`src/design/ght_pkg.sv`:
```
// Shared types, constants and helpers for the generational handle table.
// No dependencies; every other file of the block uses this package.
`timescale 1ns / 1ps

package ght_pkg;

    // table geometry
    localparam int SLOT_COUNT = 64;
    localparam int GEN_WIDTH  = 32;
    localparam int IDX_W      = $clog2(SLOT_COUNT);

    typedef logic [IDX_W-1:0]     idx_t;
    typedef logic [GEN_WIDTH-1:0] gen_t;
    typedef logic [SLOT_COUNT-1:0] slot_vec_t;

    localparam gen_t GEN_ONE = gen_t'(1);

    // request codes
    typedef enum logic [2:0] {
        OP_RESERVE = 3'd0,
        OP_RELEASE = 3'd1,
        OP_COMMIT  = 3'd2,
        OP_DESTROY = 3'd3,
        OP_LOOKUP  = 3'd4,
        OP_CLEAR   = 3'd5
    } op_t;

    // response codes
    typedef enum logic [1:0] {
        ST_OK      = 2'd0,
        ST_FULL    = 2'd1,
        ST_REFUSED = 2'd2
    } status_t;

    // controller states
    typedef enum logic [2:0] {
        S_IDLE,
        S_EXEC,
        S_SWEEP_RD,
        S_SWEEP_WR,
        S_CLEAR_DONE
    } state_t;

    // commands from controller to datapath
    typedef struct packed {
        logic load;
        logic exec;
        logic sweep_rd;
        logic sweep_wr;
        logic finish;
    } cmd_t;

    // status from datapath to controller
    typedef struct packed {
        logic in_clear;
        logic out_free;
        logic sweep_last;
    } stat_t;

    // advance a generation, wrapping past zero to one
    function automatic gen_t next_gen(input gen_t g);
        gen_t n;
        n = g + GEN_ONE;
        return (n == '0) ? GEN_ONE : n;
    endfunction

endpackage

```
`src/design/ght_req_if.sv`:
```
// Request channel: valid/ready handshake carrying one request word.
// Depends on ght_pkg for the field types.
`timescale 1ns / 1ps

interface ght_req_if;
    logic          valid;
    logic          ready;
    logic [2:0]    operation;
    ght_pkg::idx_t slot_index;
    ght_pkg::gen_t handle_generation;

    modport source (output valid, output operation, output slot_index,
                    output handle_generation, input ready);
    modport sink   (input valid, input operation, input slot_index,
                    input handle_generation, output ready);
endinterface

```
`src/design/ght_rsp_if.sv`:
```
// Response channel: valid/ready handshake carrying one response word.
// Depends on ght_pkg for the field types.
`timescale 1ns / 1ps

interface ght_rsp_if;
    logic          valid;
    logic          ready;
    logic [1:0]    status;
    ght_pkg::idx_t result_index;
    ght_pkg::gen_t result_generation;

    modport source (output valid, output status, output result_index,
                    output result_generation, input ready);
    modport sink   (input valid, input status, input result_index,
                    input result_generation, output ready);
endinterface

```
`src/design/ght_ctrl.sv`:
```
// Controller state machine of the handle table: sequences request load,
// execution and the clear-all sweep. Depends on ght_pkg.
`timescale 1ns / 1ps

module ght_ctrl (
    input  logic            clk,
    input  logic            rst_n,
    input  logic            in_valid,
    output logic            in_ready,
    input  ght_pkg::stat_t  stat,
    output ght_pkg::cmd_t   cmd
);
    import ght_pkg::*;

    state_t state_reg;
    state_t state_next;

    // state register
    always_ff @(posedge clk or negedge rst_n)
    begin
        if (!rst_n)
        begin
            state_reg <= S_IDLE;
        end
        else
        begin
            state_reg <= state_next;
        end
    end

    // next state
    always_comb
    begin
        state_next = state_reg;
        unique case (state_reg)
            S_IDLE:
            begin
                if (in_valid)
                begin
                    state_next = stat.in_clear ? S_SWEEP_RD : S_EXEC;
                end
            end
            S_EXEC:
            begin
                if (stat.out_free)
                begin
                    state_next = S_IDLE;
                end
            end
            S_SWEEP_RD:
            begin
                state_next = S_SWEEP_WR;
            end
            S_SWEEP_WR:
            begin
                state_next = stat.sweep_last ? S_CLEAR_DONE : S_SWEEP_RD;
            end
            S_CLEAR_DONE:
            begin
                if (stat.out_free)
                begin
                    state_next = S_IDLE;
                end
            end
            default:
            begin
                state_next = S_IDLE;
            end
        endcase
    end

    // command outputs
    always_comb
    begin
        cmd      = '0;
        in_ready = 1'b0;
        unique case (state_reg)
            S_IDLE:
            begin
                in_ready = 1'b1;
                cmd.load = in_valid;
            end
            S_EXEC:
            begin
                cmd.exec = stat.out_free;
            end
            S_SWEEP_RD:
            begin
                cmd.sweep_rd = 1'b1;
            end
            S_SWEEP_WR:
            begin
                cmd.sweep_wr = 1'b1;
            end
            S_CLEAR_DONE:
            begin
                cmd.finish = stat.out_free;
            end
            default:
            begin
                cmd = '0;
            end
        endcase
    end

endmodule

```
`src/design/ght_dpath.sv`:
```
// Datapath of the handle table: slot marks, generation memory with
// per-entry valid bits, free-slot encoder and response register. Depends on ght_pkg.
`timescale 1ns / 1ps

module ght_dpath (
    input  logic               clk,
    input  logic               rst_n,
    input  ght_pkg::cmd_t      cmd,
    output ght_pkg::stat_t     stat,
    input  logic [2:0]         in_operation,
    input  ght_pkg::idx_t      in_slot_index,
    input  ght_pkg::gen_t      in_handle_generation,
    output logic               out_valid,
    input  logic               out_ready,
    output logic [1:0]         out_status,
    output ght_pkg::idx_t      out_result_index,
    output ght_pkg::gen_t      out_result_generation
);
    import ght_pkg::*;

    // generation memory, entry invalid reads as one
    gen_t gen_mem [SLOT_COUNT];

    slot_vec_t occ_reg,  occ_next;
    slot_vec_t res_reg,  res_next;
    slot_vec_t gval_reg, gval_next;
    logic      out_valid_reg, out_valid_next;
    idx_t      sweep_cnt_reg, sweep_cnt_next;

    // request word and lookahead, held while the request runs
    logic [2:0] op_reg;
    idx_t       idx_reg;
    gen_t       hgen_reg;
    logic       free_any_reg;
    idx_t       free_idx_reg;
    gen_t       clr_gen_reg;

    // memory read side
    gen_t rdata_reg;
    logic rd_valid_reg;

    // response register
    logic [1:0] status_reg;
    idx_t       rindex_reg;
    gen_t       rgen_reg;

    slot_vec_t free_vec;
    logic      free_any;
    idx_t      free_idx;
    logic      rd_en;
    idx_t      rd_addr;
    logic      wr_en;
    idx_t      wr_addr;
    gen_t      wr_data;
    gen_t      gen_cur;
    gen_t      gen_adv;
    logic      match;
    logic      cur_occ;
    logic      cur_res;
    logic      can_free;
    logic      can_kill;
    status_t   ex_status;
    idx_t      ex_index;
    gen_t      ex_gen;
    logic      out_load;

    // lowest free slot
    always_comb
    begin
        free_vec = ~(occ_reg | res_reg);
        free_any = |free_vec;
        free_idx = '0;
        for (int i = SLOT_COUNT - 1; i >= 0; i--)
        begin
            if (free_vec[i])
            begin
                free_idx = idx_t'(i);
            end
        end
    end

    // current generation and handle check
    always_comb
    begin
        gen_cur  = rd_valid_reg ? rdata_reg : GEN_ONE;
        gen_adv  = next_gen(gen_cur);
        cur_occ  = occ_reg[idx_reg];
        cur_res  = res_reg[idx_reg];
        match    = (hgen_reg != '0) && (gen_cur == hgen_reg);
        can_free = match && cur_res && !cur_occ;
        can_kill = match && cur_occ && !cur_res;
    end

    // read address
    always_comb
    begin
        rd_en   = cmd.load | cmd.sweep_rd;
        rd_addr = sweep_cnt_reg;
        if (cmd.load)
        begin
            rd_addr = (in_operation == OP_RESERVE) ? free_idx : in_slot_index;
        end
    end

    // request execution and mark updates
    always_comb
    begin
        occ_next       = occ_reg;
        res_next       = res_reg;
        gval_next      = gval_reg;
        sweep_cnt_next = sweep_cnt_reg;
        wr_en          = 1'b0;
        wr_addr        = idx_reg;
        wr_data        = gen_adv;
        ex_status      = ST_REFUSED;
        ex_index       = idx_reg;
        ex_gen         = gen_cur;

        if (cmd.load && (in_operation == OP_CLEAR))
        begin
            occ_next       = '0;
            res_next       = '0;
            sweep_cnt_next = '0;
        end

        if (cmd.exec)
        begin
            case (op_reg)
                OP_RESERVE:
                begin
                    if (free_any_reg)
                    begin
                        res_next[free_idx_reg] = 1'b1;
                        ex_status = ST_OK;
                        ex_index  = free_idx_reg;
                    end
                    else
                    begin
                        ex_status = ST_FULL;
                        ex_index  = '0;
                        ex_gen    = '0;
                    end
                end
                OP_RELEASE:
                begin
                    if (can_free)
                    begin
                        res_next[idx_reg] = 1'b0;
                        wr_en     = 1'b1;
                        ex_status = ST_OK;
                        ex_gen    = gen_adv;
                    end
                end
                OP_COMMIT:
                begin
                    if (can_free)
                    begin
                        occ_next[idx_reg] = 1'b1;
                        res_next[idx_reg] = 1'b0;
                        ex_status = ST_OK;
                    end
                end
                OP_DESTROY:
                begin
                    if (can_kill)
                    begin
                        occ_next[idx_reg] = 1'b0;
                        res_next[idx_reg] = 1'b0;
                        wr_en     = 1'b1;
                        ex_status = ST_OK;
                        ex_gen    = gen_adv;
                    end
                end
                OP_LOOKUP:
                begin
                    if (can_kill)
                    begin
                        ex_status = ST_OK;
                    end
                end
                default:
                begin
                    ex_status = ST_REFUSED;
                end
            endcase
        end

        // clear-all sweep, write back one advanced entry
        if (cmd.sweep_wr)
        begin
            wr_en          = 1'b1;
            wr_addr        = sweep_cnt_reg;
            sweep_cnt_next = sweep_cnt_reg + idx_t'(1);
        end

        if (wr_en)
        begin
            gval_next[wr_addr] = 1'b1;
        end
    end

    // response register handshake
    always_comb
    begin
        stat.out_free   = !out_valid_reg || out_ready;
        stat.in_clear   = (in_operation == OP_CLEAR);
        stat.sweep_last = (sweep_cnt_reg == idx_t'(SLOT_COUNT - 1));
        out_load        = cmd.exec | cmd.finish;
        out_valid_next  = out_valid_reg;
        if (out_valid_reg && out_ready)
        begin
            out_valid_next = 1'b0;
        end
        if (out_load)
        begin
            out_valid_next = 1'b1;
        end
    end

    // control registers
    always_ff @(posedge clk or negedge rst_n)
    begin
        if (!rst_n)
        begin
            occ_reg       <= '0;
            res_reg       <= '0;
            gval_reg      <= '0;
            out_valid_reg <= 1'b0;
            sweep_cnt_reg <= '0;
        end
        else
        begin
            occ_reg       <= occ_next;
            res_reg       <= res_next;
            gval_reg      <= gval_next;
            out_valid_reg <= out_valid_next;
            sweep_cnt_reg <= sweep_cnt_next;
        end
    end

    // generation memory, registered read
    always_ff @(posedge clk)
    begin
        if (wr_en)
        begin
            gen_mem[wr_addr] <= wr_data;
        end
        if (rd_en)
        begin
            rdata_reg    <= gen_mem[rd_addr];
            rd_valid_reg <= gval_reg[rd_addr];
        end
    end

    // request word capture and response payload
    always_ff @(posedge clk)
    begin
        if (cmd.load)
        begin
            op_reg       <= in_operation;
            idx_reg      <= in_slot_index;
            hgen_reg     <= in_handle_generation;
            free_any_reg <= free_any;
            free_idx_reg <= free_idx;
        end
        if (cmd.sweep_wr && (sweep_cnt_reg == idx_reg))
        begin
            clr_gen_reg <= gen_adv;
        end
        if (cmd.exec)
        begin
            status_reg <= ex_status;
            rindex_reg <= ex_index;
            rgen_reg   <= ex_gen;
        end
        else if (cmd.finish)
        begin
            status_reg <= ST_OK;
            rindex_reg <= idx_reg;
            rgen_reg   <= clr_gen_reg;
        end
    end

    assign out_valid             = out_valid_reg;
    assign out_status            = status_reg;
    assign out_result_index      = rindex_reg;
    assign out_result_generation = rgen_reg;

endmodule

```
`src/design/generational_handle_table.sv`:
```
// Generational handle table: 64 slots with occupied/reserved marks and 32-bit generations.
// Each request's generation memory read is registered, then its response is loaded,
// waiting while an earlier response is unaccepted; clear-all first sweeps every slot,
// reading it and writing it back advanced. A new request is taken only when idle.
// Reset: all marks clear and every generation reads as 1 through per-slot valid bits.
// Depends on ght_pkg, ght_req_if, ght_rsp_if, ght_ctrl and ght_dpath.
`timescale 1ns / 1ps

module generational_handle_table (
    input  logic     clk,
    input  logic     rst_n,
    ght_req_if.sink  req,
    ght_rsp_if.source rsp
);
    import ght_pkg::*;

    cmd_t  cmd;
    stat_t stat;

    // sequencing
    ght_ctrl u_ctrl (
        .clk      (clk),
        .rst_n    (rst_n),
        .in_valid (req.valid),
        .in_ready (req.ready),
        .stat     (stat),
        .cmd      (cmd)
    );

    // slot state and response word
    ght_dpath u_dpath (
        .clk                   (clk),
        .rst_n                 (rst_n),
        .cmd                   (cmd),
        .stat                  (stat),
        .in_operation          (req.operation),
        .in_slot_index         (req.slot_index),
        .in_handle_generation  (req.handle_generation),
        .out_valid             (rsp.valid),
        .out_ready             (rsp.ready),
        .out_status            (rsp.status),
        .out_result_index      (rsp.result_index),
        .out_result_generation (rsp.result_generation)
    );

endmodule

```
`src/flat_wrapper.sv`:
```
// flat-port wrapper written by rule: the top's interface ports become plain ports
module generational_handle_table_flat import ght_pkg::*;
  (clk, rst_n, req_valid, req_operation, req_slot_index, req_handle_generation, req_ready, rsp_valid, rsp_status, rsp_result_index, rsp_result_generation, rsp_ready);
  ght_req_if req_i ();
  ght_rsp_if rsp_i ();
  input  logic clk;
  input  logic rst_n;
  input wire logic [$bits(req_i.valid)-1:0] req_valid;
  input wire logic [$bits(req_i.operation)-1:0] req_operation;
  input wire logic [$bits(req_i.slot_index)-1:0] req_slot_index;
  input wire logic [$bits(req_i.handle_generation)-1:0] req_handle_generation;
  output wire logic [$bits(req_i.ready)-1:0] req_ready;
  output wire logic [$bits(rsp_i.valid)-1:0] rsp_valid;
  output wire logic [$bits(rsp_i.status)-1:0] rsp_status;
  output wire logic [$bits(rsp_i.result_index)-1:0] rsp_result_index;
  output wire logic [$bits(rsp_i.result_generation)-1:0] rsp_result_generation;
  input wire logic [$bits(rsp_i.ready)-1:0] rsp_ready;
  assign req_i.valid = req_valid;
  assign req_i.operation = req_operation;
  assign req_i.slot_index = req_slot_index;
  assign req_i.handle_generation = req_handle_generation;
  assign req_ready = req_i.ready;
  assign rsp_valid = rsp_i.valid;
  assign rsp_status = rsp_i.status;
  assign rsp_result_index = rsp_i.result_index;
  assign rsp_result_generation = rsp_i.result_generation;
  assign rsp_i.ready = rsp_ready;
  generational_handle_table u_core (.clk(clk), .rst_n(rst_n), .req(req_i), .rsp(rsp_i));
endmodule
```
`config.mk`:
```
export PLATFORM = sky130hd
export DESIGN_NAME = generational_handle_table_flat
export DESIGN_NICKNAME = d
export VERILOG_FILES = /design/src/design/ght_pkg.sv /design/src/design/ght_req_if.sv /design/src/design/ght_rsp_if.sv /design/src/design/ght_ctrl.sv /design/src/design/ght_dpath.sv /design/src/design/generational_handle_table.sv /design/src/flat_wrapper.sv
export SDC_FILE = /design/constraint.sdc
export NUM_CORES = 2
export LEC_CHECK = 0
export BUFFER_PORTS_ARGS = -buffer_cell sky130_fd_sc_hd__buf_2
export CORE_ASPECT_RATIO = 1.25
export CORE_MARGIN = 4
export CORE_UTILIZATION = 45
export CTS_BUF_LIST = sky130_fd_sc_hd__clkbuf_16
export DETAILED_ROUTE_END_ITERATION = 10
export PLACE_DENSITY = 0.72
export SLEW_MARGIN = 20
export SYNTH_ARGS = -nofsm -noshare
export SYNTH_HDL_FRONTEND = slang
export SYNTH_HIERARCHICAL = 1
export SYNTH_SLANG_ARGS = --single-unit
```
`constraint.sdc`:
```
create_clock -name clk -period 8.3 [get_ports clk]
set_input_delay 0 -clock clk [delete_from_list [all_inputs] [get_ports clk]]
set_output_delay 0 -clock clk [all_outputs]
set_load 0.01 [all_outputs]
```
==> out/results.ini <==
[clock_tree]
clock_sinks = 2403
clk_pin_slew_ns = 0.06
h-tree-depth = 4
cts_tree = done
clk_path_buf_depth = 3
clk-insertion-delay-late_ns = 0.92
cts-buffers-inserted = 222
post-cts-setup-buffers = 0
cts_root_buf = clkbuf_16

[yosys]
synth_cell_type_count = 102
ys.warnings.count = 6
synth_top_area_share_pct = 65.8
synth_flop_cell = edfxtp_1
yosysSeqAreaShare_pct = 70.8
synthTopCellsByArea = edfxtp_1 (66%), dfrtp_1 (5.0%), nand2_1 (3.5%)
yosysMostFrequentCell = edfxtp_1
syn_avg_cell_area_um2 = 14.2
syn_nets = 7149
synth_top_cells_by_count = edfxtp_1 (2,201), nand2_1 (933), nor2_1 (366)
netlist.top_cell.by_area = edfxtp_1
netlist_instances = 7102
synth_edf_count = 2201
synth_seq_cells = 2403
synth_area_um2 = 101000
ys_async_sr_fraction_pct = 8.41

[worst_setup_path]
critPathLaunch = u_core/u_ctrl/state_reg[1]
reg2reg_from = u_core/u_ctrl/state_reg[1]
reg2reg_to = u_core/u_dpath/rdata_reg[6]
startpoint_type = flip-flop
cp_max_fo = 68
ff2ff_path_depth = 13
reg2reg_setup_slack_ns = 1.75
critPathCaptureType = flip-flop
cp.arrival_ns = 7.31
critPathKind = flip-flop to flip-flop
cp.required_ns = 9.06
critPathCapture = u_core/u_dpath/rdata_reg[6]

[layout]
utilization_pct = 51.2
fin_cells = 10415
nets = 7302
syn_to_final_growth_pct = 12.9
largest_reg_flops = 2048
multi_input_area_um2 = 27700
n_fill_cell = 17956
drive_above_1_share_pct = 13.5
regArea_um2 = 71100
top_register = u_core/u_dpath/gen_mem
final_cell_area_um2 = 114000

[timing]
fin_crit_ns = 6.55
drv_slew = 0
setup_viol_count_final = 0
finalCritPeriodShare_pct = 78.9
worstMarginPinSlew_ns = 1.29
slew_headroom_pct = 12.9
fin_skew_ns = 0.120
tns_ns = 0
whs_ns = 0.0715
rsz0062_at_grt = no
final-hold-violation-count = 0
fmax_mhz = 153

[routing]
drt-total-wl_mm = 343
drtPass1Iterations = 11
wl_per_cell_um = 32.9
num_vias = 68951
detail-route-antenna-nets = 0
drtIter0Drc = 11590
viasPerCell = 6.62
drc_errors = 2

[die]
start_util_pct = 45.3
die_w_um = 431
die_area_um2 = 231000
rows = 193
core_region_area_um2 = 222000
design.portCount = 87
die_h_um = 536

[placed_design]
hpwl_mm = 210
port_buffers = 86
placed_cells = 9860
place.gp.congestion = 1.02
place_area_um2 = 105000

[run_status]
violations = DRC
status = complete, but fails checks

[power]
p_seq_share_pct = 56.2
comb_power_share_pct = 0.3
pwr_density_cell_nw_per_um2 = 204
p_clk_share_pct = 43.5
leakage_nw = 39.5
p_sw_mw = 4.68
netSwitchingFraction_pct = 20.2
peakVddDrop_mv = 0.250
p_int_mw = 18.5

[global_routing]
grt.overflow.total = 0
grt_max_degree = 164
grt_pass1_wl_mm = 486
antenna_found_initial = 33
grt_pass1_vias = 65817
grt_usage_pct = 29.0

[flow_run]
cap_violations = 0

[worst_hold_path]
hp-class = input pin to flip-flop
min_from = req_valid

==> worst max-delay path, stage by stage, from the launching register on <==
cell and delay, ns:
dfrtp_1 0.50, nor3_2 0.17, and2_2 0.59, nor2_2 0.11, buf_4 0.32, nor2_2 0.60
a21o_4 0.78, buf_4 0.79, nor3_1 0.11, a2111oi_0 0.67, a31oi_1 0.19, a2111oi_1 0.98
buf_4 0.32, or4_1 0.12
==> metrics by stage <==
step / setup WS (ns) / power (mW)
global placement: 2.08 / 13.3
detailed placement: 2.10 / 13.3
finish: 1.75 / 23.2
floorplan: 1.56 / 13.3
global route: 1.75 / 23.8
CTS: 2.05 / 23.2
==> layout by cell type, fill, tap and decap left out, drive strengths merged, types with 37 or more instances in the layout <==
cell / synthesis / routed
edfxtp: 2201 / 2201
nand2: 936 / 936
nor2: 367 / 367
buf: 263 / 342
nand3: 308 / 308
mux2i: 270 / 270
clkbuf: 239 / 223
nor3: 221 / 221
a21oi: 213 / 213
dfrtp: 202 / 202
o21ai: 197 / 197
a22oi: 160 / 160
o22ai: 155 / 155
a31oi: 129 / 129
clkinv: 1 / 105
inv: 41 / 102
mux4: 101 / 101
dlygate4sd3: 0 / 88
a2111oi: 81 / 81
a211oi: 73 / 73
o221ai: 68 / 68
o21bai: 66 / 66
diode: 0 / 48
mux2: 48 / 48
a32oi: 42 / 42
o22a: 41 / 41
xor2: 41 / 41
and3: 38 / 38
and2: 37 / 37
==> timing repair <==
item,in CTS,in global routing
hold buffers,89,0
gates resized for setup,0,0
hold endpoints to repair,259,0
==> cells by family after synthesis <==
logic type | after synthesis | synth area share, %
xor+xnor | 64 | 0.558
fa+ha+maj | 2 | 0.0249
mux | 419 | 5.49
flops | 2403 | 70.8
simple gates | 2125 | 9.52
buf+inv | 544 | 2.68
compound gates | 1545 | 10.9
==> layout make-up <==
class,count,share of cell area [%]
diodes,48,0.106
clock buffers,222,4.89
clock inverters,189,1.44
inverters,42,0.139
multi-input cells,4155,24.4
flip-flops and latches,2403,62.7
well taps,2925,3.22
repair buffers,431,3.12
==> worst min-delay path by stage <==
stage / endpoint / slack [ns] / cells after the start
floorplan: u_core/u_ctrl/state_reg[0] / -0.30 / 0
global placement: u_core/u_dpath/occ_reg[27] / 0.03 / 1
detailed placement: u_core/u_dpath/occ_reg[27] / 0.03 / 1
CTS: u_core/u_ctrl/state_reg[0] / 0.01 / 4
global route: u_core/u_ctrl/state_reg[0] / 0.06 / 4
finish: u_core/u_ctrl/state_reg[0] / 0.07 / 4
==> layer usage <==
metal	vias to the layer above	share of wire (%)	track usage, %	wire length [µm]
met5	-	0.025	0	84
met4	12	7.8	19.1	26600
met3	1058	13	7.94	44600
met2	5440	45	44.3	155000
met1	34310	34	36.5	117000
li1	28131	-	-	-
==> power by group through the flow <==
stage / clock network (mW) / registers (mW) / logic (mW)
final: 10.1 / 13.0 / 0.0797
after global routing: 10.7 / 13.0 / 0.0862
after CTS: 10.1 / 13.0 / 0.0762
after detailed placement: 0 / 13.3 / 0.0398
after global placement: 0 / 13.3 / 0.0395
after floorplan: 0 / 13.3 / 0.00214
Note: power is estimated with default switching activity, not from simulation.
